## src/rtl/core/tcgw_pkg.sv

```systemverilog
// Shared types and constants for the text console grid writer.
`default_nettype none

package tcgw_pkg;

    // Default geometry
    localparam int GRID_ROWS_DEF = 22;
    localparam int GRID_COLS_DEF = 56;
    localparam int TAB_STOP_DEF  = 4;

    // Command field
    localparam logic CMD_FEED = 1'b0;
    localparam logic CMD_READ = 1'b1;

    // Control bytes
    localparam logic [7:0] CH_CR    = 8'd13;
    localparam logic [7:0] CH_LF    = 8'd10;
    localparam logic [7:0] CH_BS    = 8'd8;
    localparam logic [7:0] CH_DEL   = 8'd127;
    localparam logic [7:0] CH_TAB   = 8'd9;
    localparam logic [7:0] CH_SPACE = 8'd32;
    localparam logic [7:0] CH_NUL   = 8'd0;

    // Work classes handed from the front end to the executor
    typedef enum logic [2:0] {
        OP_READ,
        OP_READ_ZERO,
        OP_NOP,
        OP_NEWLINE,
        OP_BACKSPACE,
        OP_TAB,
        OP_PRINT
    } op_t;

    typedef struct packed {
        op_t        op;
        logic [7:0] data_byte;
    } item_ctl_t;

    typedef enum logic [3:0] {
        ST_CLEAR,
        ST_IDLE,
        ST_READ,
        ST_READ_WAIT,
        ST_NEWLINE,
        ST_BACKSPACE,
        ST_TAB,
        ST_PRINT,
        ST_PRINT_WR,
        ST_PRINT_CLR,
        ST_BLANK,
        ST_DONE
    } state_t;

endpackage

`default_nettype wire

```

## src/rtl/core/tcgw_front.sv

```systemverilog
// Front end: takes input beats, classifies them and queues them for the executor.
`default_nettype none

module tcgw_front
    import tcgw_pkg::*;
#(
    parameter int GRID_ROWS = GRID_ROWS_DEF,
    parameter int GRID_COLS = GRID_COLS_DEF,
    localparam int ROW_W = $clog2(GRID_ROWS),
    localparam int COL_W = $clog2(GRID_COLS)
) (
    input  wire logic             clk,
    input  wire logic             rst_n,
    input  wire logic             in_valid,
    output logic                  in_stall,
    input  wire logic             cmd,
    input  wire logic [7:0]       data_byte,
    input  wire logic [4:0]       read_row,
    input  wire logic [5:0]       read_col,
    input  wire logic             busy,
    output logic                  q_valid,
    input  wire logic             q_pop,
    output item_ctl_t             q_ctl,
    output logic      [ROW_W-1:0] q_row,
    output logic      [COL_W-1:0] q_col
);

    localparam int QDEPTH = 2;
    localparam int QP_W   = $clog2(QDEPTH);
    localparam int QC_W   = $clog2(QDEPTH + 1);

    item_ctl_t        ctl_reg [QDEPTH];
    logic [ROW_W-1:0] row_reg [QDEPTH];
    logic [COL_W-1:0] col_reg [QDEPTH];
    logic [QP_W-1:0]  wr_ptr_reg, wr_ptr_next;
    logic [QP_W-1:0]  rd_ptr_reg, rd_ptr_next;
    logic [QC_W-1:0]  count_reg, count_next;

    item_ctl_t new_ctl;
    logic      in_range;
    logic      push;

    // Classify the beat
    always_comb
    begin
        in_range = (32'(read_row) < GRID_ROWS) && (32'(read_col) < GRID_COLS);
        new_ctl.data_byte = data_byte;
        if (cmd == CMD_READ)
        begin
            new_ctl.op = in_range ? OP_READ : OP_READ_ZERO;
        end
        else
        begin
            unique case (data_byte) inside
                CH_CR:          new_ctl.op = OP_NOP;
                CH_LF:          new_ctl.op = OP_NEWLINE;
                CH_BS, CH_DEL:  new_ctl.op = OP_BACKSPACE;
                CH_TAB:         new_ctl.op = OP_TAB;
                default:        new_ctl.op = OP_PRINT;
            endcase
        end
    end

    assign in_stall = (count_reg == QC_W'(QDEPTH)) || busy;
    assign push     = in_valid && !in_stall;
    assign q_valid  = (count_reg != '0);
    assign q_ctl    = ctl_reg[rd_ptr_reg];
    assign q_row    = row_reg[rd_ptr_reg];
    assign q_col    = col_reg[rd_ptr_reg];

    always_comb
    begin
        wr_ptr_next = wr_ptr_reg;
        rd_ptr_next = rd_ptr_reg;
        count_next  = count_reg;
        if (push)
        begin
            wr_ptr_next = (wr_ptr_reg == QP_W'(QDEPTH - 1)) ? '0 : wr_ptr_reg + 1'b1;
        end
        if (q_pop && q_valid)
        begin
            rd_ptr_next = (rd_ptr_reg == QP_W'(QDEPTH - 1)) ? '0 : rd_ptr_reg + 1'b1;
        end
        if (push && !(q_pop && q_valid))
        begin
            count_next = count_reg + 1'b1;
        end
        else if (!push && q_pop && q_valid)
        begin
            count_next = count_reg - 1'b1;
        end
    end

    always_ff @(posedge clk or negedge rst_n)
    begin
        if (!rst_n)
        begin
            wr_ptr_reg <= '0;
            rd_ptr_reg <= '0;
            count_reg  <= '0;
        end
        else
        begin
            wr_ptr_reg <= wr_ptr_next;
            rd_ptr_reg <= rd_ptr_next;
            count_reg  <= count_next;
        end
    end

    // Queue payload, no reset
    always_ff @(posedge clk)
    begin
        if (push)
        begin
            ctl_reg[wr_ptr_reg] <= new_ctl;
            row_reg[wr_ptr_reg] <= ROW_W'(read_row);
            col_reg[wr_ptr_reg] <= COL_W'(read_col);
        end
    end

endmodule

`default_nettype wire

```

## config.mk

```make
export PLATFORM = sky130hd
export DESIGN_NAME = tcgw_front
export DESIGN_NICKNAME = d
export VERILOG_FILES = /design/src/rtl/core/tcgw_pkg.sv /design/src/rtl/core/tcgw_front.sv
export SDC_FILE = /design/constraint.sdc
export NUM_CORES = 1
export LEC_CHECK = 0
export ABC_AREA = 1
export BUFFER_PORTS_ARGS = -buffer_cell sky130_fd_sc_hd__buf_2
export CAP_MARGIN = 25
export CORE_MARGIN = 5
export CORE_UTILIZATION = 52
export CTS_CLUSTER_DIAMETER = 200
export DETAILED_ROUTE_END_ITERATION = 8
export GPL_TIMING_DRIVEN = 0
export PLACE_DENSITY_LB_ADDON = 0.25
export RECOVER_POWER = 25
export SKIP_LAST_GASP = 1
export SYNTH_ARGS = -nofsm -noshare
export SYNTH_HDL_FRONTEND = slang
export SYNTH_SLANG_ARGS = --single-unit
```

## constraint.sdc

```tcl
create_clock -name clk -period 2.7 [get_ports clk]
set_input_delay 0.27 -clock clk [delete_from_list [all_inputs] [get_ports clk]]
set_output_delay 0.27 -clock clk [all_outputs]
set_load 0.03 [all_outputs]
```

# Word-level counts from Yosys, hierarchy flattened
# Memory sizes are Yosys's and may differ from the RTL's.
# Index checks and enable logic that the tools add are counted.
[word_totals] reg_bits=4 latch_bits=0 ram_bits=44 romBits=0 in_bits=25 out_inout_bits=24 elab_cells=40 mem_count=3
[mem_list] memory="ctl_reg" depth=2 width=11 read_ports=1 rd_clocked_by_memory_dff=0 write_ports=1 line="tcgw_front.sv:32" rtl="item_ctl_t ctl_reg [QDEPTH];"
[mem_list] memory="col_reg" depth=2 width=6 read_ports=1 rd_clocked_by_memory_dff=0 write_ports=1 line="tcgw_front.sv:34" rtl="logic [COL_W-1:0] col_reg [QDEPTH];"
[mem_list] memory="row_reg" depth=2 width=5 read_ports=1 rd_clocked_by_memory_dff=0 write_ports=1 line="tcgw_front.sv:33" rtl="logic [ROW_W-1:0] row_reg [QDEPTH];"
[classes] addsub=4 multipliers=0 div_mod_pow=0 magnitude_cmp=2 n_eq_ne=6 shifts=0 mux=9 bitwise=0 n_reduce_logical=13
[op_table] cell="$eq A8 B4 Y1 const B" count=4
[op_table] cell="$pmux W3 S4" count=1
[op_table] cell="$eq A8 B7 Y1 const B" count=1
[op_table] cell="$logic_and A1 B1 Y1" count=6
[op_table] cell="$lt A6 B6 Y1 const B" count=1
[op_table] cell="$lt A5 B5 Y1 const B" count=1
[op_table] cell="$mux W1" count=5
[op_table] cell="$mux W2" count=2
[op_table] cell="$reduce_bool A2 Y1" count=2
[op_table] cell="$logic_not A1 Y1" count=3
[op_table] cell="$mux W3" count=1
[op_table] cell="$add A1 B1 Y1 const B" count=2
[op_table] cell="$add A2 B1 Y2 const B" count=1
[op_table] cell="$eq A2 B2 Y1 const B" count=1
[op_table] cell="$reduce_or A2 Y1" count=1
[op_table] cell="$sub A2 B1 Y2 const B" count=1
[op_table] cell="$logic_or A1 B1 Y1" count=1

# Longest topological paths before layout
# Gate-level depths: netlist of the first run.
[depth] word_depth=9 mapped_depth=7 ltp_nobuf=7

# Least setup slack after synthesis of the first run
# OpenSTA, ideal clock, no wires.
[synth_timing] path_kind="reg2reg" startpoint="reg count_reg[1]" endpoint="mem col_reg[1][0] (netlist name), enable pin" setup_ns=0.401 arrival_ns=1.581 t_required_ns=2.299 slack_ns=0.718 path_stages_with_launch=4 n_path_buf=0 period_less_slack_ns=1.982 cell_sequence="dfrtp_1 -> nand2_2 -> nand3b_4 -> nor2_1"
[synth_between] elab_chain_cells=6
[synth_lines] element="start: declaration" line="tcgw_front.sv:37" rtl="logic [QC_W-1:0] count_reg, count_next;"
[synth_lines] element="start signal: assignment" line="tcgw_front.sv:106" rtl="count_reg <= count_next;"
[synth_lines] element="$eq A2 B2 Y1" line="tcgw_front.sv:64" rtl="assign in_stall = (count_reg == QC_W'(QDEPTH)) || busy;"
[synth_lines] element="$logic_or A1 B1 Y1" line="tcgw_front.sv:64"
[synth_lines] element="$logic_not A1 Y1" line="tcgw_front.sv:65" rtl="assign push = in_valid && !in_stall;"
[synth_lines] element="$logic_and A1 B1 Y1" line="tcgw_front.sv:65"
[synth_lines] element="$mux W1" line="tcgw_front.sv:113" rtl="if (push)"
[synth_lines] element="$mux W1 (not written as such)" line="tcgw_front.sv:117" rtl="col_reg[wr_ptr_reg] <= COL_W'(read_col);"
[synth_lines] element="end: declaration" line="tcgw_front.sv:34"
# Every way passes these cells.

# Final worst setup path of the first run
[layout_timing] startpoint="reg count_reg[0]" endpoint="mem col_reg[0][5] (netlist name), enable pin"
# Same word-level chain as after synthesis.

==> results of run 1 <==
## synthesized netlist by cell type
| cell type | instances |
|---|---|
| a21oi_2 | 1 |
| and2_1 | 1 |
| buf_2 | 4 |
| dfrtp_1 | 4 |
| edfxtp_1 | 44 |
| inv_1 | 8 |
| inv_2 | 4 |
| nand2_1 | 93 |
| nand2_2 | 3 |
| nand3_1 | 4 |
| nand3_2 | 1 |
| nand3b_4 | 1 |
| nor2_1 | 11 |
| nor3_1 | 1 |
| o21ai_0 | 1 |
| o21ai_2 | 1 |
| or2_1 | 1 |
| xor2_1 | 2 |
## layout make-up
| type | count | area, um2 | area share [%] |
|---|---|---|---|
| Tap cell | 48 | 60.1 | 2.46 |
| Multi-Input combinational cell | 121 | 522 | 21.4 |
| Clock inverter | 3 | 23.8 | 0.975 |
| Sequential cell | 48 | 1420 | 58.3 |
| Buffer | 4 | 20.0 | 0.821 |
| Timing Repair Buffer | 51 | 278 | 11.4 |
| Clock buffer | 5 | 68.8 | 2.82 |
| Inverter | 12 | 45.0 | 1.85 |
## worst max-delay path by stage
| stage | from | endpoint | slack, ns | cells past startpoint |
|---|---|---|---|---|
| global route | count_reg[0] | ctl_reg[0][6] | 0.87 | 5 |
| CTS | count_reg[0] | row_reg[0][0] | 0.95 | 5 |
| floorplan | count_reg[1] | col_reg[1][0] | 0.72 | 3 |
| finish | count_reg[0] | col_reg[0][5] | 0.98 | 5 |
| detailed placement | count_reg[0] | ctl_reg[0][5] | 0.97 | 5 |
| global placement | count_reg[0] | ctl_reg[1][4] | 0.14 | 4 |
## worst max-delay path: cells and delay by family, from the launching register on
kind	cells	cell delay, ns
and+or+nand+nor	3	0.66
DFF	1	0.45
buffers and inverters	2	0.31
## metal layers
layer / GRT usage, % / routed length (um)
met5: 0 / 0
met4: 5.01 / 40
met1: 18.2 / 1510
met2: 26.1 / 1780
met3: 3.60 / 226
## metrics by stage
step | cell area (um2) | util, % | power (mW)
5_1_grt | 2440 | 66.1 | 2.61
2_1_floorplan | 2000 | - | 1.73
3_5_place_dp | 2350 | 63.7 | 2.06
3_3_place_gp | 2300 | 62.4 | 2.01
4_1_cts | 2450 | 66.5 | 2.47
6_report | 2440 | 66.1 | 2.44
## repair_timing
action	CTS	global route
hold buffers	1	0
endpoints found under the hold margin	4	0
endpoints found under the setup margin	0	0
## power by group through the flow
stage | registers (mW) | logic [mW] | clock network [mW]
after global routing | 1.01 | 1.13 | 0.464
after global placement | 1.01 | 1.00 | 0
after CTS | 0.995 | 1.05 | 0.423
after floorplan | 0.997 | 0.734 | 0
final | 0.995 | 1.03 | 0.415
after detailed placement | 1.01 | 1.05 | 0
## cells in the final DEF, fill, tap and decap left out
cell type / instances
clkbuf_8: 5
dfrtp_1: 4
nand2_2: 3
edfxtp_1: 44
inv_1: 8
inv_2: 4
clkinvlp_4: 2
buf_16: 1
o21ai_0: 1
o21ai_2: 1
dlygate4sd3_1: 1
nand2_1: 93
buf_8: 1
nor2_2: 2
or2_1: 1
nor2_1: 9
a21oi_2: 1
and2_1: 1
nand3_1: 4
clkbuf_1: 12
nand3_2: 1
xor2_1: 2
nand3b_4: 1
nor3_1: 1
buf_2: 40
clkinv_4: 1
## cells by family (layout without fill, tap and decap cells)
kind of cell | after synthesis | after routing | share of synthesized area [%]
and+or+nand+nor | 116 | 116 | 23.8
xor gates and xnor gates | 2 | 2 | 0.875
AOI/OAI and AO/OA | 3 | 3 | 1.12
DFF | 48 | 48 | 71.0
buffers and inverters | 16 | 75 | 3.25
==> flow_metrics.py, run 1 <==
metrics = {
    "clocking": {
        "cts_tree": "yes",
        "cts_setup_buffers": 0,
        "htree_levels": 2,
        "clkTransAtPathRegs_ns": 0.09,
        "cts_resized": 0,
        "cts_inserted_buffers": 5,
        "clock_path_buffers": 2,
        "clockRootBuffer": "clkbuf_8",
        "cts.sinks": 48,
        "clkLatencyLatePin_ns": 0.29,
    },
    "global_routing": {
        "globalRouteOverflowTotal": 0,
        "grt_pass1_vias": 1382,
        "antenna_found_initial": 0,
        "grt_use_total_pct": 15.0,
        "grt_pass1_wl_um": 5980,
        "grt_max_degree": 19,
    },
    "logic_synthesis": {
        "synth_top_area_cell": "edfxtp_1",
        "synth_area_leaders": "edfxtp_1 (66%), nand2_1 (17%), dfrtp_1 (5.0%)",
        "synth_cell_types": 18,
        "yosysSeqAreaShare_pct": 71.0,
        "syn_inst": 185,
        "synth_nets": 210,
        "synth_top_area_share_pct": 66.0,
        "yosysWarnings": 0,
        "syn_area_um2": 2000,
        "synth_seq_cells": 48,
        "avgSynthCellArea_um2": 10.8,
    },
    "timing": {
        "fin_worst_skew_ns": 0.00371,
        "fin_setup_tns_ns": 0,
        "fmax_ghz": 0.583,
        "fin_crit_ns": 1.72,
        "tightest_slew_ns": 0.594,
        "rsz0062_at_grt": "false",
        "maxSlewViolCount": 0,
        "hold_ws_ns": 0.164,
        "relSlewSlack_pct": 60.4,
        "finalHoldViolCount": 0,
        "worst_slack_ns": 0.984,
        "fin_crit_sh_pct": 63.5,
        "setup_violations": 0,
    },
    "critical_path": {
        "crit_path_top_delay_cell": "nor2_2",
        "worst-r2r-setup-slack_ns": 0.98,
        "worstReg2RegStart": "count_reg[0]",
        "cp.required_ns": 2.71,
        "path_cells": "inv_2 -> nand2_2 -> nand3b_4 -> nor2_2 -> buf_8",
        "cp_data_arrival_time_ns": 1.72,
        "crit_type": "register to register",
        "crit_path_max_incr_delay_ns": 0.48,
        "crit_fanout": 13,
        "worst_r2r_endpoint": "col_reg[0][5]",
        "end_kind": "register",
        "reg2regPathDepth": 5,
        "start_kind": "register",
    },
    "finish": {
        "diodes": 0,
        "largest_reg_flops": 22,
        "area_growth_pct": 21.7,
        "instances_no_fill": 292,
        "n_fill_cell": 309,
        "layout.nets": 268,
        "drive_gt1_share_pct": 25.8,
    },
    "power": {
        "swShare_pct": 42.3,
        "power_leakage_nw": 1.09,
        "p_sw_mw": 1.03,
        "comb_power_share_pct": 42.2,
        "p_seq_share_pct": 40.8,
        "p_int_mw": 1.41,
        "pwr-share-clk_pct": 17.0,
        "ir_worst_vdd_uv": 616,
        "powerDensity_nw_per_um2": 1000,
    },
    "routing": {
        "drcViolationCount": 0,
        "antenna_left": 0,
        "dr.pass1.iters": 4,
        "vias_per_cell": 4.68,
        "vias": 1367,
        "wire_per_inst_um": 12.2,
        "drt-initial-drc-count": 107,
        "routed_wl_um": 3550,
    },
    "min_path": {
        "min_path_type": "primary input to register",
        "hold_start": "read_col[0]",
        "whs_path_depth": 1,
        "min_to": "col_reg[1][0]",
    },
    "floorplan": {
        "start_util_pct": 54.3,
        "core_um2": 3690,
        "die_area_um2": 5190,
        "die_w_um": 72.1,
        "io_pins": 49,
        "row_count": 22,
        "die_y_um": 72.1,
    },
    "job": {
        "maxCapViolations": 0,
    },
    "status": {
        "status": "complete, no violations",
    },
    "placement": {
        "dp_hpwl_um": 2640,
        "dpl.cell_count": 283,
        "numPortBuffers": 48,
        "dp_slack_ns": 0.972,
        "gp_congestion": 0.743,
    },
}
(Power assumes the default switching activity.)
==> inputs of run 2 (changes only) <==
Settings changed: ABC_AREA 1 to 0, CORE_UTILIZATION 52 to 51.
Clock period 2.7 ns to 1.8 ns, I/O delays scaled along.
==> run 2 against run 1 <==
  * The run now ends with setup timing left
  * Non-clock buffer count shrank 4
  * Sequential cell count is the same
  * Synthesized cell count shrank 42%
  * Worst hold slack lost 0.094 ns
  * Global-route usage shrank 0.54 points
  * Clock power grew 42%
  * Via count shrank 20%
  * Area after synthesis shrank 5.2%
  * Combinational power grew 16%
  * Die area shrank 2.9%
  * Count of clock-buffer cells in the layout is the same
  * Cell count shrank 27%
  * Critical endpoint is now ctl_reg[0][7]
  * Largest cell class unchanged
==> flow_metrics.py, run 2 <==
metrics = {
    "status": {
        "status": "complete, but fails checks",
        "violations": "setup timing",
    },
    "clocking": {
        "clockRootBuffer": "clkbuf_8",
        "clkTransAtPathRegs_ns": 0.08,
        "htree_levels": 2,
        "clkLatencyLatePin_ns": 0.29,
        "cts.sinks": 48,
        "clock_path_buffers": 2,
        "cts_tree": "yes",
        "cts_inserted_buffers": 5,
    },
    "power": {
        "p_seq_share_pct": 45.3,
        "p_sw_mw": 1.15,
        "swShare_pct": 35.6,
        "power_leakage_nw": 0.850,
        "pwr-share-clk_pct": 18.2,
        "power_mw": 3.25,
        "ir_worst_vdd_uv": 859,
        "p_int_mw": 2.09,
        "comb_power_share_pct": 36.5,
        "powerDensity_nw_per_um2": 1410,
    },
    "critical_path": {
        "crit_family": "simple AND/OR/NAND/NOR gates",
        "worst-path-buf-inv": 0,
        "crit_type": "register to register",
        "crit_path_top_delay_cell": "nor3_2",
        "end_kind": "register",
        "start_kind": "register",
        "crit_path_max_incr_delay_ns": 0.79,
        "cp.required_ns": 1.72,
        "crit_fanout": 11,
        "cp_data_arrival_time_ns": 1.72,
        "path_cells": "nor2b_2 -> nor3_2",
    },
    "routing": {
        "dr.pass1.iters": 4,
        "vias_per_cell": 5.14,
        "drcViolationCount": 0,
        "vias": 1094,
        "wire_per_inst_um": 15.5,
        "routed_wl_um": 3310,
        "antenna_left": 0,
        "drt-initial-drc-count": 44,
    },
    "global_routing": {
        "grt_max_degree": 23,
        "grt_pass1_vias": 1141,
        "globalRouteOverflowTotal": 0,
        "grt_use_total_pct": 14.4,
        "grt_pass1_wl_um": 5470,
        "antenna_found_initial": 0,
    },
    "logic_synthesis": {
        "syn_area_um2": 1900,
        "synth_cell_types": 22,
        "synth_area_leaders": "edfxtp_1 (70%), mux2_2 (13%), dfrtp_1 (5.3%)",
        "yosysWarnings": 0,
        "syn_inst": 107,
        "synth_edf_count": 44,
        "synth_top_area_share_pct": 69.6,
        "synthArstFlopShare_pct": 8.33,
        "synth_top_area_cell": "edfxtp_1",
        "synth_nets": 132,
        "synth_seq_cells": 48,
        "yosysSeqAreaShare_pct": 74.9,
        "ys.flop_type": "edfxtp_1",
        "avgSynthCellArea_um2": 17.7,
        "yosysMostFrequentCell": "edfxtp_1",
        "netlist_top_cells_count": "edfxtp_1 (44), mux2_2 (22), dfrtp_1 (4), nand2b_1 (4), nor3_1 (4)",
    },
    "finish": {
        "area_growth_pct": 21.7,
        "layout_commonest_cell": "edfxtp_1",
        "n_fill_cell": 287,
        "drive_gt1_share_pct": 46.1,
        "layout.nets": 189,
        "instances_no_fill": 213,
        "fin_area_um2": 2310,
        "largest_reg_flops": 22,
        "most-common-layout-cells": "edfxtp_1 (44), buf_2 (38), mux2_2 (22)",
        "diodes": 0,
    },
    "floorplan": {
        "core_um2": 3630,
        "start_util_pct": 52.2,
        "row_count": 22,
        "die_area_um2": 5040,
        "io_pins": 49,
        "die_y_um": 71.0,
        "die_w_um": 71.0,
    },
    "placement": {
        "numPortBuffers": 48,
        "gp_congestion": 0.716,
        "dp_hpwl_um": 2310,
        "dpl.cell_count": 203,
        "dpl_cell_area_um2": 2210,
    },
    "timing": {
        "fin_crit_ns": 1.80,
        "tightest_slew_ns": 0.944,
        "worst_slack_ns": -0.00114,
        "finalHoldViolCount": 0,
        "fmax_ghz": 0.555,
        "fin_setup_tns_ns": -0.00329,
        "fin_crit_sh_pct": 100,
        "setup_violations": 3,
        "rsz0062_at_grt": "true",
        "fin_worst_skew_ns": 0.00794,
        "maxSlewViolCount": 0,
        "relSlewSlack_pct": 36.8,
    },
    "job": {
        "maxCapViolations": 0,
    },
    "min_path": {
        "min_path_type": "primary input to register",
    },
}
run 2: cell families after synthesis:
| family | share of synthesized area, % |
|---|---|
| XOR/XNOR | 1.38 |
| AO/OA/AOI/OAI | 2.11 |
| buffers and inverters | 0.527 |
| multiplexers | 14.1 |
| flip-flops | 74.9 |
| AND/OR/NAND/NOR | 6.99 |
run 2: worst reg2reg max path, stage by stage (launching register included):
cell	delay (ns)
dfrtp_1	0.41
nor2b_2	0.22
nor3_2	0.79
run 2: worst paths after layout:
kind,from,endpoint,slack [ns],depth (start not counted)
setup / recovery,count_reg[1],ctl_reg[0][7],-0.001,2
hold / removal,read_col[2],col_reg[1][2],0.07,1
setup reg to reg,count_reg[1],ctl_reg[0][7],-0.001,2
hold reg to reg,count_reg[1],count_reg[1],0.60,2
max in group asynchronous,rst_n,count_reg[0],1.47,2
min in group asynchronous,rst_n,wr_ptr_reg,0.20,2
run 2: layout make-up:
class	instances	area (um2)	area share (%)
flip-flops and latches	48	1420	61.5
plain buffers	2	15.0	0.650
clock inverters	3	13.8	0.596
well taps	48	60.1	2.60
clock buffers	5	68.8	2.98
repair buffers	49	238	10.3
multi-input cells	58	493	21.3
run 2: power by group through the flow:
stage	clock, mW	combinational [mW]	sequential [mW]
final	0.590	1.19	1.47
after global routing	0.669	1.27	1.49
after CTS	0.605	1.19	1.47
after detailed placement	0	1.18	1.49
after global placement	0	1.16	1.48
after floorplan	0	0.882	1.46
run 2: metrics by stage:
step                      hold slack (ns)  util [%]  setup WS (ns)
after CTS                          0.0641      63.7        -0.0581
after floorplan                    -0.116         -         0.0279
after global placement            -0.0138      60.8         -0.252
after global routing               0.0541      63.6         -0.140
final                              0.0698      63.6       -0.00114
after detailed placement         -0.00835      60.8         -0.305
run 2: metal layers:
layer  wire length, um  up-vias  GRT usage (%)
li1                  -      530              -
met1              1350      535           16.2
met2              1780       27           26.0
met3               169        2           5.26
met4                 9        0           3.55
met5                 0        -              0
run 2: what timing repair did:
item	4_1_cts	5_1_grt
hold buffers	1	0
gates cloned	1	0
setup endpoints to repair	44	53
pin swaps	1	0
gates resized for setup	1	4
setup buffers	0	0
endpoints found under the hold margin	4	0
