### src/rtl/core/tcgw_pkg.sv
// Shared types and constants for the text console grid writer.
`default_nettype none

package tcgw_pkg;

    // Default geometry
    localparam int GRID_ROWS_DEF = 22;
    localparam int GRID_COLS_DEF = 56;
    localparam int TAB_STOP_DEF  = 4;

    // Command field
    localparam logic CMD_FEED = 1'b0;
    localparam logic CMD_READ = 1'b1;

    // Control bytes
    localparam logic [7:0] CH_CR    = 8'd13;
    localparam logic [7:0] CH_LF    = 8'd10;
    localparam logic [7:0] CH_BS    = 8'd8;
    localparam logic [7:0] CH_DEL   = 8'd127;
    localparam logic [7:0] CH_TAB   = 8'd9;
    localparam logic [7:0] CH_SPACE = 8'd32;
    localparam logic [7:0] CH_NUL   = 8'd0;

    // Work classes handed from the front end to the executor
    typedef enum logic [2:0] {
        OP_READ,
        OP_READ_ZERO,
        OP_NOP,
        OP_NEWLINE,
        OP_BACKSPACE,
        OP_TAB,
        OP_PRINT
    } op_t;

    typedef struct packed {
        op_t        op;
        logic [7:0] data_byte;
    } item_ctl_t;

    typedef enum logic [3:0] {
        ST_CLEAR,
        ST_IDLE,
        ST_READ,
        ST_READ_WAIT,
        ST_NEWLINE,
        ST_BACKSPACE,
        ST_TAB,
        ST_PRINT,
        ST_PRINT_WR,
        ST_PRINT_CLR,
        ST_BLANK,
        ST_DONE
    } state_t;

endpackage

`default_nettype wire

### src/rtl/core/tcgw_back.sv
// Executor: cursor, grid sequencing through the RAM, result register.
`default_nettype none

module tcgw_back
    import tcgw_pkg::*;
#(
    parameter int GRID_ROWS = GRID_ROWS_DEF,
    parameter int GRID_COLS = GRID_COLS_DEF,
    parameter int TAB_STOP  = TAB_STOP_DEF,
    localparam int ROW_W  = $clog2(GRID_ROWS),
    localparam int COL_W  = $clog2(GRID_COLS),
    localparam int DEPTH  = GRID_ROWS * GRID_COLS,
    localparam int ADDR_W = $clog2(DEPTH)
) (
    input  wire logic              clk,
    input  wire logic              rst_n,
    input  wire logic              q_valid,
    output logic                   q_pop,
    input  wire item_ctl_t         q_ctl,
    input  wire logic [ROW_W-1:0]  q_row,
    input  wire logic [COL_W-1:0]  q_col,
    output logic                   busy,
    output logic                   mem_wr_en,
    output logic                   mem_rd_en,
    output logic      [ADDR_W-1:0] mem_addr,
    output logic      [7:0]        mem_wr_data,
    input  wire logic [7:0]        mem_rd_data,
    output logic                   out_valid,
    input  wire logic              out_stall,
    output logic      [7:0]        cell_value,
    output logic      [4:0]        cursor_row,
    output logic      [5:0]        cursor_col,
    output logic                   scrolled
);

    localparam int PH_W = (TAB_STOP > 1) ? $clog2(TAB_STOP) : 1;

    state_t           state_reg, state_next;
    op_t              op_reg, op_next;
    logic [7:0]       byte_reg, byte_next;
    logic [ROW_W-1:0] rrow_reg, rrow_next;
    logic [COL_W-1:0] rcol_reg, rcol_next;
    logic [ROW_W-1:0] row_reg, row_next;
    logic [ROW_W-1:0] phys_reg, phys_next;
    logic [ROW_W-1:0] base_reg, base_next;
    logic [COL_W-1:0] col_reg, col_next;
    logic [PH_W-1:0]  phase_reg, phase_next;
    logic [ADDR_W-1:0] cnt_reg, cnt_next;
    logic             pend_reg, pend_next;
    logic [7:0]       res_cell_reg, res_cell_next;
    logic             res_scroll_reg, res_scroll_next;
    logic             out_valid_reg, out_valid_next;
    logic [7:0]       out_cell_reg, out_cell_next;
    logic [4:0]       out_row_reg, out_row_next;
    logic [5:0]       out_col_reg, out_col_next;
    logic             out_scroll_reg, out_scroll_next;

    logic [ROW_W-1:0] sel_row;
    logic [COL_W-1:0] sel_col;
    logic [ROW_W:0]   rd_sum;
    logic [ROW_W-1:0] rd_phys;
    logic [ROW_W-1:0] phys_inc, base_inc;
    logic [PH_W-1:0]  phase_inc, phase_dec;
    logic [COL_W-1:0] col_p1;
    logic             last_row, at_edge;

    // Logical row to physical row of the circular row buffer
    always_comb
    begin
        rd_sum   = {1'b0, base_reg} + {1'b0, rrow_reg};
        rd_phys  = (32'(rd_sum) >= GRID_ROWS) ? ROW_W'(32'(rd_sum) - GRID_ROWS)
                                              : ROW_W'(rd_sum);
        phys_inc = (phys_reg == ROW_W'(GRID_ROWS - 1)) ? '0 : phys_reg + 1'b1;
        base_inc = (base_reg == ROW_W'(GRID_ROWS - 1)) ? '0 : base_reg + 1'b1;
        phase_inc = (phase_reg == PH_W'(TAB_STOP - 1)) ? '0 : phase_reg + 1'b1;
        phase_dec = (phase_reg == '0) ? PH_W'(TAB_STOP - 1) : phase_reg - 1'b1;
        col_p1   = col_reg + 1'b1;
        last_row = (row_reg == ROW_W'(GRID_ROWS - 1));
        at_edge  = (col_reg >= COL_W'(GRID_COLS - 1));
    end

    // Clearing pass walks the flat address; otherwise row/column addressing
    assign mem_addr = (state_reg == ST_CLEAR) ? cnt_reg
                    : ADDR_W'(sel_row) * ADDR_W'(GRID_COLS) + ADDR_W'(sel_col);

    always_comb
    begin
        state_next      = state_reg;
        op_next         = op_reg;
        byte_next       = byte_reg;
        rrow_next       = rrow_reg;
        rcol_next       = rcol_reg;
        row_next        = row_reg;
        phys_next       = phys_reg;
        base_next       = base_reg;
        col_next        = col_reg;
        phase_next      = phase_reg;
        cnt_next        = cnt_reg;
        pend_next       = pend_reg;
        res_cell_next   = res_cell_reg;
        res_scroll_next = res_scroll_reg;
        out_valid_next  = out_valid_reg && out_stall;
        out_cell_next   = out_cell_reg;
        out_row_next    = out_row_reg;
        out_col_next    = out_col_reg;
        out_scroll_next = out_scroll_reg;
        q_pop           = 1'b0;
        mem_wr_en       = 1'b0;
        mem_rd_en       = 1'b0;
        mem_wr_data     = CH_NUL;
        sel_row         = phys_reg;
        sel_col         = col_reg;

        unique case (state_reg) inside
            ST_CLEAR:
            begin
                // Post-reset sweep, one cell per cycle
                mem_wr_en = 1'b1;
                cnt_next  = cnt_reg + 1'b1;
                if (cnt_reg == ADDR_W'(DEPTH - 1))
                begin
                    state_next = ST_IDLE;
                end
            end
            ST_IDLE:
            begin
                if (q_valid)
                begin
                    q_pop           = 1'b1;
                    op_next         = q_ctl.op;
                    byte_next       = q_ctl.data_byte;
                    rrow_next       = q_row;
                    rcol_next       = q_col;
                    res_cell_next   = CH_NUL;
                    res_scroll_next = 1'b0;
                    pend_next       = 1'b0;
                    unique case (q_ctl.op)
                        OP_READ:      state_next = ST_READ;
                        OP_NEWLINE:   state_next = ST_NEWLINE;
                        OP_BACKSPACE: state_next = ST_BACKSPACE;
                        OP_TAB:       state_next = ST_TAB;
                        OP_PRINT:     state_next = ST_PRINT;
                        default:      state_next = ST_DONE;
                    endcase
                end
            end
            ST_READ:
            begin
                mem_rd_en  = 1'b1;
                sel_row    = rd_phys;
                sel_col    = rcol_reg;
                state_next = ST_READ_WAIT;
            end
            ST_READ_WAIT:
            begin
                res_cell_next = mem_rd_data;
                state_next    = ST_DONE;
            end
            ST_NEWLINE, ST_PRINT:
            begin
                if (state_reg == ST_PRINT && !at_edge)
                begin
                    state_next = ST_PRINT_WR;
                end
                else
                begin
                    col_next   = '0;
                    phase_next = '0;
                    if (!last_row)
                    begin
                        row_next   = row_reg + 1'b1;
                        phys_next  = phys_inc;
                        state_next = (state_reg == ST_PRINT) ? ST_PRINT_WR : ST_DONE;
                    end
                    else
                    begin
                        // Scroll: oldest physical row becomes the blank last row
                        base_next       = base_inc;
                        phys_next       = base_reg;
                        res_scroll_next = 1'b1;
                        cnt_next        = '0;
                        pend_next       = (state_reg == ST_PRINT);
                        state_next      = ST_BLANK;
                    end
                end
            end
            ST_BLANK:
            begin
                mem_wr_en = 1'b1;
                sel_col   = cnt_reg[COL_W-1:0];
                cnt_next  = cnt_reg + 1'b1;
                if (cnt_reg == ADDR_W'(GRID_COLS - 1))
                begin
                    state_next = pend_reg ? ST_PRINT_WR : ST_DONE;
                end
            end
            ST_BACKSPACE:
            begin
                if (col_reg != '0)
                begin
                    mem_wr_en  = 1'b1;
                    sel_col    = col_reg - 1'b1;
                    col_next   = col_reg - 1'b1;
                    phase_next = phase_dec;
                end
                state_next = ST_DONE;
            end
            ST_TAB:
            begin
                if (!at_edge)
                begin
                    mem_wr_en   = 1'b1;
                    mem_wr_data = CH_SPACE;
                    col_next    = col_p1;
                    phase_next  = phase_inc;
                    if (phase_inc == '0 || col_p1 >= COL_W'(GRID_COLS - 1))
                    begin
                        state_next = ST_DONE;
                    end
                end
                else
                begin
                    state_next = ST_DONE;
                end
            end
            ST_PRINT_WR:
            begin
                mem_wr_en   = 1'b1;
                mem_wr_data = byte_reg;
                col_next    = col_p1;
                phase_next  = phase_inc;
                state_next  = ST_PRINT_CLR;
            end
            ST_PRINT_CLR:
            begin
                mem_wr_en  = 1'b1;
                state_next = ST_DONE;
            end
            ST_DONE:
            begin
                if (!out_valid_reg || !out_stall)
                begin
                    out_valid_next  = 1'b1;
                    out_cell_next   = res_cell_reg;
                    out_row_next    = 5'(row_reg);
                    out_col_next    = 6'(col_reg);
                    out_scroll_next = res_scroll_reg;
                    state_next      = ST_IDLE;
                end
            end
            default:
            begin
                state_next = ST_IDLE;
            end
        endcase
    end

    always_ff @(posedge clk or negedge rst_n)
    begin
        if (!rst_n)
        begin
            state_reg     <= ST_CLEAR;
            row_reg       <= '0;
            phys_reg      <= '0;
            base_reg      <= '0;
            col_reg       <= '0;
            phase_reg     <= '0;
            cnt_reg       <= '0;
            pend_reg      <= 1'b0;
            out_valid_reg <= 1'b0;
        end
        else
        begin
            state_reg     <= state_next;
            row_reg       <= row_next;
            phys_reg      <= phys_next;
            base_reg      <= base_next;
            col_reg       <= col_next;
            phase_reg     <= phase_next;
            cnt_reg       <= cnt_next;
            pend_reg      <= pend_next;
            out_valid_reg <= out_valid_next;
        end
    end

    always_ff @(posedge clk)
    begin
        op_reg         <= op_next;
        byte_reg       <= byte_next;
        rrow_reg       <= rrow_next;
        rcol_reg       <= rcol_next;
        res_cell_reg   <= res_cell_next;
        res_scroll_reg <= res_scroll_next;
        out_cell_reg   <= out_cell_next;
        out_row_reg    <= out_row_next;
        out_col_reg    <= out_col_next;
        out_scroll_reg <= out_scroll_next;
    end

    assign busy       = (state_reg == ST_CLEAR);
    assign out_valid  = out_valid_reg;
    assign cell_value = out_cell_reg;
    assign cursor_row = out_row_reg;
    assign cursor_col = out_col_reg;
    assign scrolled   = out_scroll_reg;

endmodule

`default_nettype wire

### config.mk
export PLATFORM = sky130hd
export DESIGN_NAME = tcgw_back
export DESIGN_NICKNAME = d
export VERILOG_FILES = /design/src/rtl/core/tcgw_pkg.sv /design/src/rtl/core/tcgw_back.sv
export SDC_FILE = /design/constraint.sdc
export NUM_CORES = 1
export LEC_CHECK = 0
export ABC_CLOCK_PERIOD_IN_PS = 5100
export BUFFER_PORTS_ARGS = -buffer_cell sky130_fd_sc_hd__buf_2
export CAP_MARGIN = 20
export CORE_MARGIN = 8
export CORE_UTILIZATION = 25
export CTS_CLUSTER_SIZE = 16
export DETAILED_ROUTE_END_ITERATION = 12
export PLACE_DENSITY = 0.37
export SYNTH_ARGS = -nofsm -noshare
export SYNTH_HDL_FRONTEND = slang
export SYNTH_SLANG_ARGS = --single-unit
### constraint.sdc
create_clock -name clk -period 5.1 [get_ports clk]
set_input_delay 0.255 -clock clk [delete_from_list [all_inputs] [get_ports clk]]
set_output_delay 0.255 -clock clk [all_outputs]
set_load 0.005 [all_outputs]
# Yosys cells after proc, flatten, opt, wreduce, memory -nomap -nowiden
# Index checks and enable logic that the tools add are counted.
dict set report op_classes {
  addsub 11
  multipliers 1
  order_cmp 3
  n_eq_ne 30
  n_mux 51
  n_bitwise 2
  n_reduce_logical 31
}
# cell count
set op_table {}
lappend op_table {{case mux 4 bit (9 select lines)} 1}
lappend op_table {{2-to-1 mux 11 bit} 3}
lappend op_table {{case mux 8 bit (2 select lines)} 2}
lappend op_table {{2-to-1 mux 5 bit} 5}
lappend op_table {{2-to-1 mux 4 bit} 6}
lappend op_table {{2-to-1 mux 6 bit} 4}
lappend op_table {{case mux 6 bit (4 select lines)} 1}
lappend op_table {{case mux 11 bit (2 select lines)} 1}
lappend op_table {{case mux 4 bit (5 select lines)} 1}
lappend op_table {{2-to-1 mux 2 bit} 9}
lappend op_table {{case mux 6 bit (3 select lines)} 1}
lappend op_table {{equality test 4 x 3 -> 1 bit, second input constant} 4}
lappend op_table {{equality test 4 bit, second input constant} 4}
lappend op_table {{adder 5 x 1 -> 5 bit, second input constant} 3}
lappend op_table {{equality test 5 bit, second input constant} 3}
lappend op_table {{>= comparator 6 bit, second input constant} 2}
lappend op_table {{2-to-1 mux 1 bit} 12}
lappend op_table {{AND reduction 3 bit} 4}
lappend op_table {{adder 11 x 1 -> 11 bit, second input constant} 1}
lappend op_table {{adder 11 x 6 -> 11 bit} 1}
lappend op_table {{equality test 11 bit, second input constant} 1}
lappend op_table {{equality test 11 x 6 -> 1 bit, second input constant} 1}
lappend op_table {{equality test 3 bit, second input constant} 3}
lappend op_table {{equality test 4 x 2 -> 1 bit, second input constant} 2}
lappend op_table {{34 further kinds} 54}
dict set report word_totals {
  regBits 88
  input_bits 34
  output_inout_bits 44
  elab_cells 147
}

# Depth between registers and ports, before layout
# Gate-level depths: netlist of run 1.
dict set report depth {
  word_depth 7
  depth_mapped 19
}

# Worst setup path after synthesis of run 1
# OpenSTA, ideal clock, no wires.
dict set report synth_path {
  path_kind {reg2out}
  startpoint {register base_reg[0]}
  endpoint {output port mem_addr[10]}
  arrival_ns 4.339
  setup_slack_ns 0.506
  path_stages_with_launch 20
  cell_sequence {dfrtp_1 > ha_1 > fa_1 > xor2_2 > a221oi_2 > o221ai_2 > a21boi_4 > xor2_1 > o21ai_1 > inv_1 > fa_1 > inv_1 > ha_1 > fa_1 > a21o_1 > a21oi_1 > xnor2_1 > nand3_1 > xor2_1 > a21oi_1}
}
dict set report synth_via {
  elab_chain_len 7
  word_cells_on_any_way 8
  cone_classes {add/sub: 3; mul: 1; order compare: 1; mux: 3}
}
# item line_no
set synth_rtl {}
lappend synth_rtl {{from (decl)} tcgw_back.sv:45} ;# logic [ROW_W-1:0] base_reg, base_next;
lappend synth_rtl {{from (signal assigned)} tcgw_back.sv:277} ;# base_reg <= base_next;
lappend synth_rtl {{adder 5 x 5 -> 6 bit *} tcgw_back.sv:70} ;# rd_sum = {1'b0, base_reg} + {1'b0, rrow_reg};
lappend synth_rtl {{subtractor 5 bit or >= comparator 6 x 5 -> 1 bit (tied branches)} tcgw_back.sv:71} ;# rd_phys = (32'(rd_sum) >= GRID_ROWS) ? ROW_W'(32'(rd_sum) - GRID_ROWS)
lappend synth_rtl {{2-to-1 mux 5 bit *} tcgw_back.sv:71}
lappend synth_rtl {{2-to-1 mux 5 bit *} tcgw_back.sv:114} ;# unique case (state_reg) inside
lappend synth_rtl {{multiplier 5 x 3 -> 8 bit *} tcgw_back.sv:84} ;# : ADDR_W'(sel_row) * ADDR_W'(GRID_COLS) + ADDR_W'(sel_col);
lappend synth_rtl {{adder 11 x 6 -> 11 bit *} tcgw_back.sv:84}
lappend synth_rtl {{2-to-1 mux 11 bit *} tcgw_back.sv:83} ;# assign mem_addr = (state_reg == ST_CLEAR) ? cnt_reg
lappend synth_rtl {{to (decl)} tcgw_back.sv:25} ;# output logic [ADDR_W-1:0] mem_addr,
# Mark *: on every way between the ends. The rest lies on a longest branch, timed or not.

# Worst setup path in the final report of run 1
# Ends and elaborated chain as after synthesis.

==> results of run 1 <==
==> metrics by stage <==
| stage | setup WS (ps) | instance area (um2) |
|---|---|---|
| floorplan | 506 | 5350 |
| global placement | 312 | 6060 |
| detailed placement | 219 | 6060 |
| CTS | 19.8 | 6410 |
| global route | -99.1 | 6510 |
| finish | 138 | 6510 |
==> critical path: cells and delay by family (launching register included) <==
family,cells,cell delay [ps]
buf+inv,3,270
simple gates,1,110
flops,1,390
fa+ha+maj,5,1720
xor+xnor,3,460
mux,1,110
compound gates,7,1320
==> where the power goes <==
group	switching, mW	internal (mW)	leakage [nW]
registers	0.117	0.922	0.978
clock network	0.299	0.384	0.143
logic	0.917	0.657	1.61
total	1.33	1.96	2.74
==> layout by cell type, fill, tap and decap left out, types with 14 or more instances in the layout <==
cell      instances
buf_2            78
nand2_1          52
edfxtp_1         48
nor2_1           47
a21oi_1          45
o21ai_0          41
dfrtp_1          40
ha_1             29
nand3_1          20
inv_1            17
buf_4            16
xnor2_1          14
==> final cells by class <==
type | instances | area (um2) | area share
repair buffers | 96 | 541 | 0.0830
clock buffers | 9 | 225 | 0.0346
well taps | 275 | 344 | 0.0529
clock inverters | 7 | 76.3 | 0.0117
inverters | 21 | 78.8 | 0.0121
flip-flops and latches | 88 | 2440 | 0.375
multi-input cells | 419 | 2800 | 0.430
==> cells by family after synthesis <==
| group | after synthesis | synth area share |
|---|---|---|
| and+or+nand+nor | 202 | 0.190 |
| adders and majority gates | 35 | 0.0875 |
| muxes | 4 | 0.00772 |
| AOI/OAI and AO/OA | 149 | 0.178 |
| xor gates and xnor gates | 29 | 0.0503 |
| DFF | 88 | 0.457 |
| buffers and inverters | 40 | 0.0309 |
==> metal layers <==
layer	GRT usage	vias up	routed length [um]
li1	-	2161	-
met1	0.139	2064	6670
met2	0.194	80	7240
met3	0.0289	15	620
met4	0.0341	0	198
met5	0	-	0
==> timing repair <==
| item | in CTS | in global routing |
|---|---|---|
| gates resized for setup | 3 | 10 |
| hold buffers | 0 | 1 |
| cloned | 0 | 0 |
| endpoints found under the setup margin | 1 | 3 |
| buffers inserted | 4 | 4 |
| pin swaps | 4 | 12 |
| hold endpoints to repair | 0 | 14 |
==> worst min-delay path by stage <==
stage               cells after the start            end  slack [ps]
finish                                  1    rcol_reg[2]          80
global route                            1    rcol_reg[0]          60
CTS                                     1    rcol_reg[3]          60
detailed placement                      0  cell_value[7]         410
global placement                        0  cell_value[0]         400
floorplan                               0    base_reg[0]         -40
==> Yosys cell counts (2+ instances only) <==
cell type	number	area, um2
and4b_1	2	20.0
dfrtp_1	40	1000
a22oi_1	4	30.0
and3_1	13	81.3
xor2_1	11	96.3
o21bai_1	2	15.0
nand2b_1	8	50.1
and2_1	11	68.8
nand3b_1	5	37.5
nand2_1	52	195
nor2b_1	8	50.1
edfxtp_1	48	1440
a221o_1	2	20.0
clkinv_1	2	7.51
ha_1	31	388
nand4_1	5	31.3
or2_2	4	25.0
o211ai_1	2	15.0
o21a_1	4	30.0
a21oi_1	48	240
nand4b_1	2	17.5
nor4_1	3	18.8
o31ai_1	5	37.5
a211oi_1	4	30.0
a221oi_1	2	17.5
o22ai_1	4	25.0
clkbuf_1	11	41.3
nor2_1	47	176
nand3_1	20	100
nor3_1	10	50.1
inv_1	18	67.6
a31oi_1	3	18.8
o221ai_1	2	17.5
mux2i_1	3	30.0
or3_1	3	18.8
buf_2	5	25.0
fa_1	4	80.1
a21o_1	8	60.1
xnor2_1	16	140
o21ai_0	42	210
nor3b_1	3	22.5
==> metrics, run 1 <==
Placed Cells=889; antenna-violating nets left=0; Yosys warnings=0; layout cells sized above 1=0.220; Core Region=21000 um2; CP max FO=3; Yosys reg bits=88; Avg Cell Area, Syn=9.78 um2; IO Pins=78; P per Cell Area=507 nW/um2; Initial Util=0.255; Final Util=0.310; outcome=completed; first-pass GRT wire length=23.9 mm; clk sink count=88; post-synthesis sequential area ratio=0.457; Clock Tree Root=clkbuf_16; Cell Count, Final, Fillers Out=915; clk slew on worst S/H paths=70 ps; worst reg-to-reg setup slack=1990 ps; Crit-path slowest cell=fa_1; count of port buffers added during placement=77; # nets final=704; final setup skew=11.8 ps; # diodes=0; Synth async-reset ratio=0.455; WL/cell=16.1 um; 1st-iter DRT viols=177; Crit Reg-Reg Endpoint=state_reg[1]; number of global-route vias before repair=4367; DR vias=4320; area grow syn2layout=21.7%; unrepaired setup endpoints after global routing=yes; worst hold path class=in2reg; die width=162 um; Lkg Pwr=2.74 nW; maximum vdd drop=0.000181 V; Least-Margin Pin Slew=1020 ps; final critical-path required period=4960 ps; Post-synth EDFFs=48; DR vias/cell=4.72; Fin. Hold Viols=0; CTS buffer count=9; max FFs per register=11; CTS Buffer Depth=2; crit path launch type=flop; TNS Setup=0 ps; critical path data required time=4850 ps; min-delay src=q_col[2]; Final Max Tran Viols=0; Critical Path AT=4710 ps; RD Place Congestion=0.796; worst setup path endpoint=mem_addr[10]; Crit Path Class=reg2out; maxcap violations=0; synthesized area=5350 um2; Critical Path Max Stage Delay=560 ps; Tot GR Track Use=0.114; row count=53; worst setup path start=base_reg[0]; fmax=202 MHz; total wire length=14.7 mm; Critical R2R Launch=state_reg[2]; post-DP HPWL=10.9 mm; Crit. End Element=output port; initial antenna violation count=0; Yosys cell types=71; CTS tree=yes; PnR Total Power=3.30 mW; slew margin rel.=0.323; endpoints failing setup=0; clk_lat worst skew=350 ps; H-tree depth=3; Min Hold Slack=77.0 ps; GRT overflow=0; die footprint=26300 um2; Tcrit/Tclk final=0.973; FILL cells=2189; Syn Nets=616; crit path cell chain=ha_2, fa_2, xor2_2, a221oi_2, o221ai_2, a21boi_4, mux2i_1, o21ai_2, inv_2, fa_1, inv_2, ha_4, fa_2, a21o_1, a21oi_2, xnor2_2, nand3_1, xor2_1, a21oi_1, buf_2; Synth Instances=547; predominant post-synthesis flop cell=edfxtp_1; Die Ht=162 um; Worst Reg2Reg Path Length in Cells=8; first drt pass iteration count=4; number of remaining DRC errors=0; largest net degree at the start of global routing=41
Note: power is estimated with default switching activity, not from simulation.
==> run 2, diff against run 1 <==
Settings changed: CORE_MARGIN 8 to 5.
==> run 2 against run 1 <==
  * The run now ends with negative hold slack left
  * Sequential share of layout area hardly changed
  * Clock skew is 3.0 ps lower
  * Worst setup slack worse by 43 ps
  * Clock-buffer cell count stayed put
  * Utilization hardly changed
  * Largest cell class unchanged
  * Highest routed layer unchanged
==> metrics, run 2 (synthesis results as in run 1) <==
Final Max Tran Viols=0; CTS tree=yes; die width=156 um; crit path launch type=flop; row count=53; Post-DP Area=6070 um2; Initial Util=0.255; DR vias=4338; number of remaining DRC errors=0; DR vias/cell=4.76; count of port buffers added during placement=77; first-pass GRT wire length=23.4 mm; Critical Path AT=4750 ps; max FFs per register=11; critical path data required time=4850 ps; design area=6510 um2; Die Ht=156 um; H-tree depth=3; worst hold path class=in2async; final setup skew=8.81 ps; RD Place Congestion=0.821; P per Cell Area=508 nW/um2; TNS Setup=0 ps; first drt pass iteration count=4; Fin. Hold Viols=17; layout cells sized above 1=0.220; IO Pins=78; antenna-violating nets left=0; # nets final=701; CTS Buffer Depth=2; Core Region=21000 um2; unrepaired setup endpoints after global routing=yes; Min Hold Slack=-17.7 ps; number of global-route vias before repair=4360; 1st-iter DRT viols=193; die footprint=24400 um2; area grow syn2layout=21.6%; Final Util=0.310; FILL cells=2199; endpoints failing setup=0; final critical-path required period=5000 ps; CTS buffer count=9; post-DP HPWL=10.8 mm; total wire length=14.6 mm; WL/cell=16.0 um; Lkg Pwr=2.71 nW; CP max FO=3; clk_lat worst skew=350 ps; slew margin rel.=0.368; Crit. End Element=output port; Tot GR Track Use=0.120; Clock Tree Root=clkbuf_16; worst reg-to-reg setup slack=1950 ps; most frequent cells in the layout=buf_2 (77), nand2_1 (52), edfxtp_1 (48); clk sink count=88; # diodes=0; maxcap violations=0; outcome=finished with violations; initial antenna violation count=0; failing checks=negative hold slack; most common cell after layout, fill and taps aside=buf_2; clk slew on worst S/H paths=70 ps; Crit Path Class=reg2out; hold buffers post-CTS=0; maximum vdd drop=0.000183 V; largest net degree at the start of global routing=41; GRT overflow=0; fmax=200 MHz; Tcrit/Tclk final=0.981; Least-Margin Pin Slew=948 ps
## run 2: layer usage
layer | vias up | track usage | wire [um]
li1 | 2160 | - | -
met1 | 2086 | 0.153 | 6670
met2 | 86 | 0.205 | 7200
met3 | 6 | 0.0307 | 637
met4 | 0 | 0.0298 | 95
met5 | - | 0 | 0
## run 2: layout make-up
cell class	count	area, um2	area share
sequential	88	2440	0.375
inverter	21	78.8	0.0121
multi-input combinational	419	2840	0.436
clock buffer	9	225	0.0346
timing repair buffer	93	505	0.0777
clock inverter	7	76.3	0.0117
tap	275	344	0.0529
## run 2: critical path, cell delays in order, from the launching register on
cell      delay [ps]
edfxtp_1         430
ha_4             190
fa_2             430
xor2_4           170
a221oi_2         290
o221ai_2         170
a21boi_4         190
mux2i_1          110
o21ai_2          160
inv_2             60
fa_1             560
inv_2             50
ha_4             160
fa_2             400
a21o_1           210
a21oi_2          150
xnor2_1          140
nand3_1          110
xor2_1           160
a21oi_1          130
buf_2            140
## run 2: timing repair
| item | CTS | global route |
|---|---|---|
| setup buffers | 4 | 2 |
| endpoints found under the setup margin | 3 | 3 |
| gates resized for setup | 4 | 13 |
| pin swaps | 4 | 12 |
| cloned | 0 | 0 |
## run 2: worst paths after layout
check / startpoint / to / depth (start not counted)
setup / recovery: rrow_reg[0] / mem_addr[10] / 20
hold / removal: rst_n / col_reg[4] / 2
setup reg to reg: state_reg[2] / state_reg[1] / 8
hold reg to reg: res_cell_reg[4] / cell_value[4] / 0
max in group asynchronous: rst_n / base_reg[1] / 2
min in group clk: q_col[5] / rcol_reg[5] / 1
## run 2: metrics by stage
step	hold WS [ps]	setup slack [ps]	total power, mW	cells
3_3_place_gp	390	322	2.57	890
4_1_cts	5.53	27.7	3.31	910
5_1_grt	41.2	-171	3.60	912
6_report	-17.7	95.2	3.31	912
2_1_floorplan	-40.6	506	2.04	547
3_5_place_dp	388	180	2.58	890
## run 2: where the power goes
group	total, mW	internal (mW)	switching, mW	leakage (nW)
sequential	1.04	0.922	0.114	0.978
clock	0.688	0.384	0.303	0.143
combinational	1.58	0.664	0.920	1.59
total	3.31	1.97	1.34	2.71
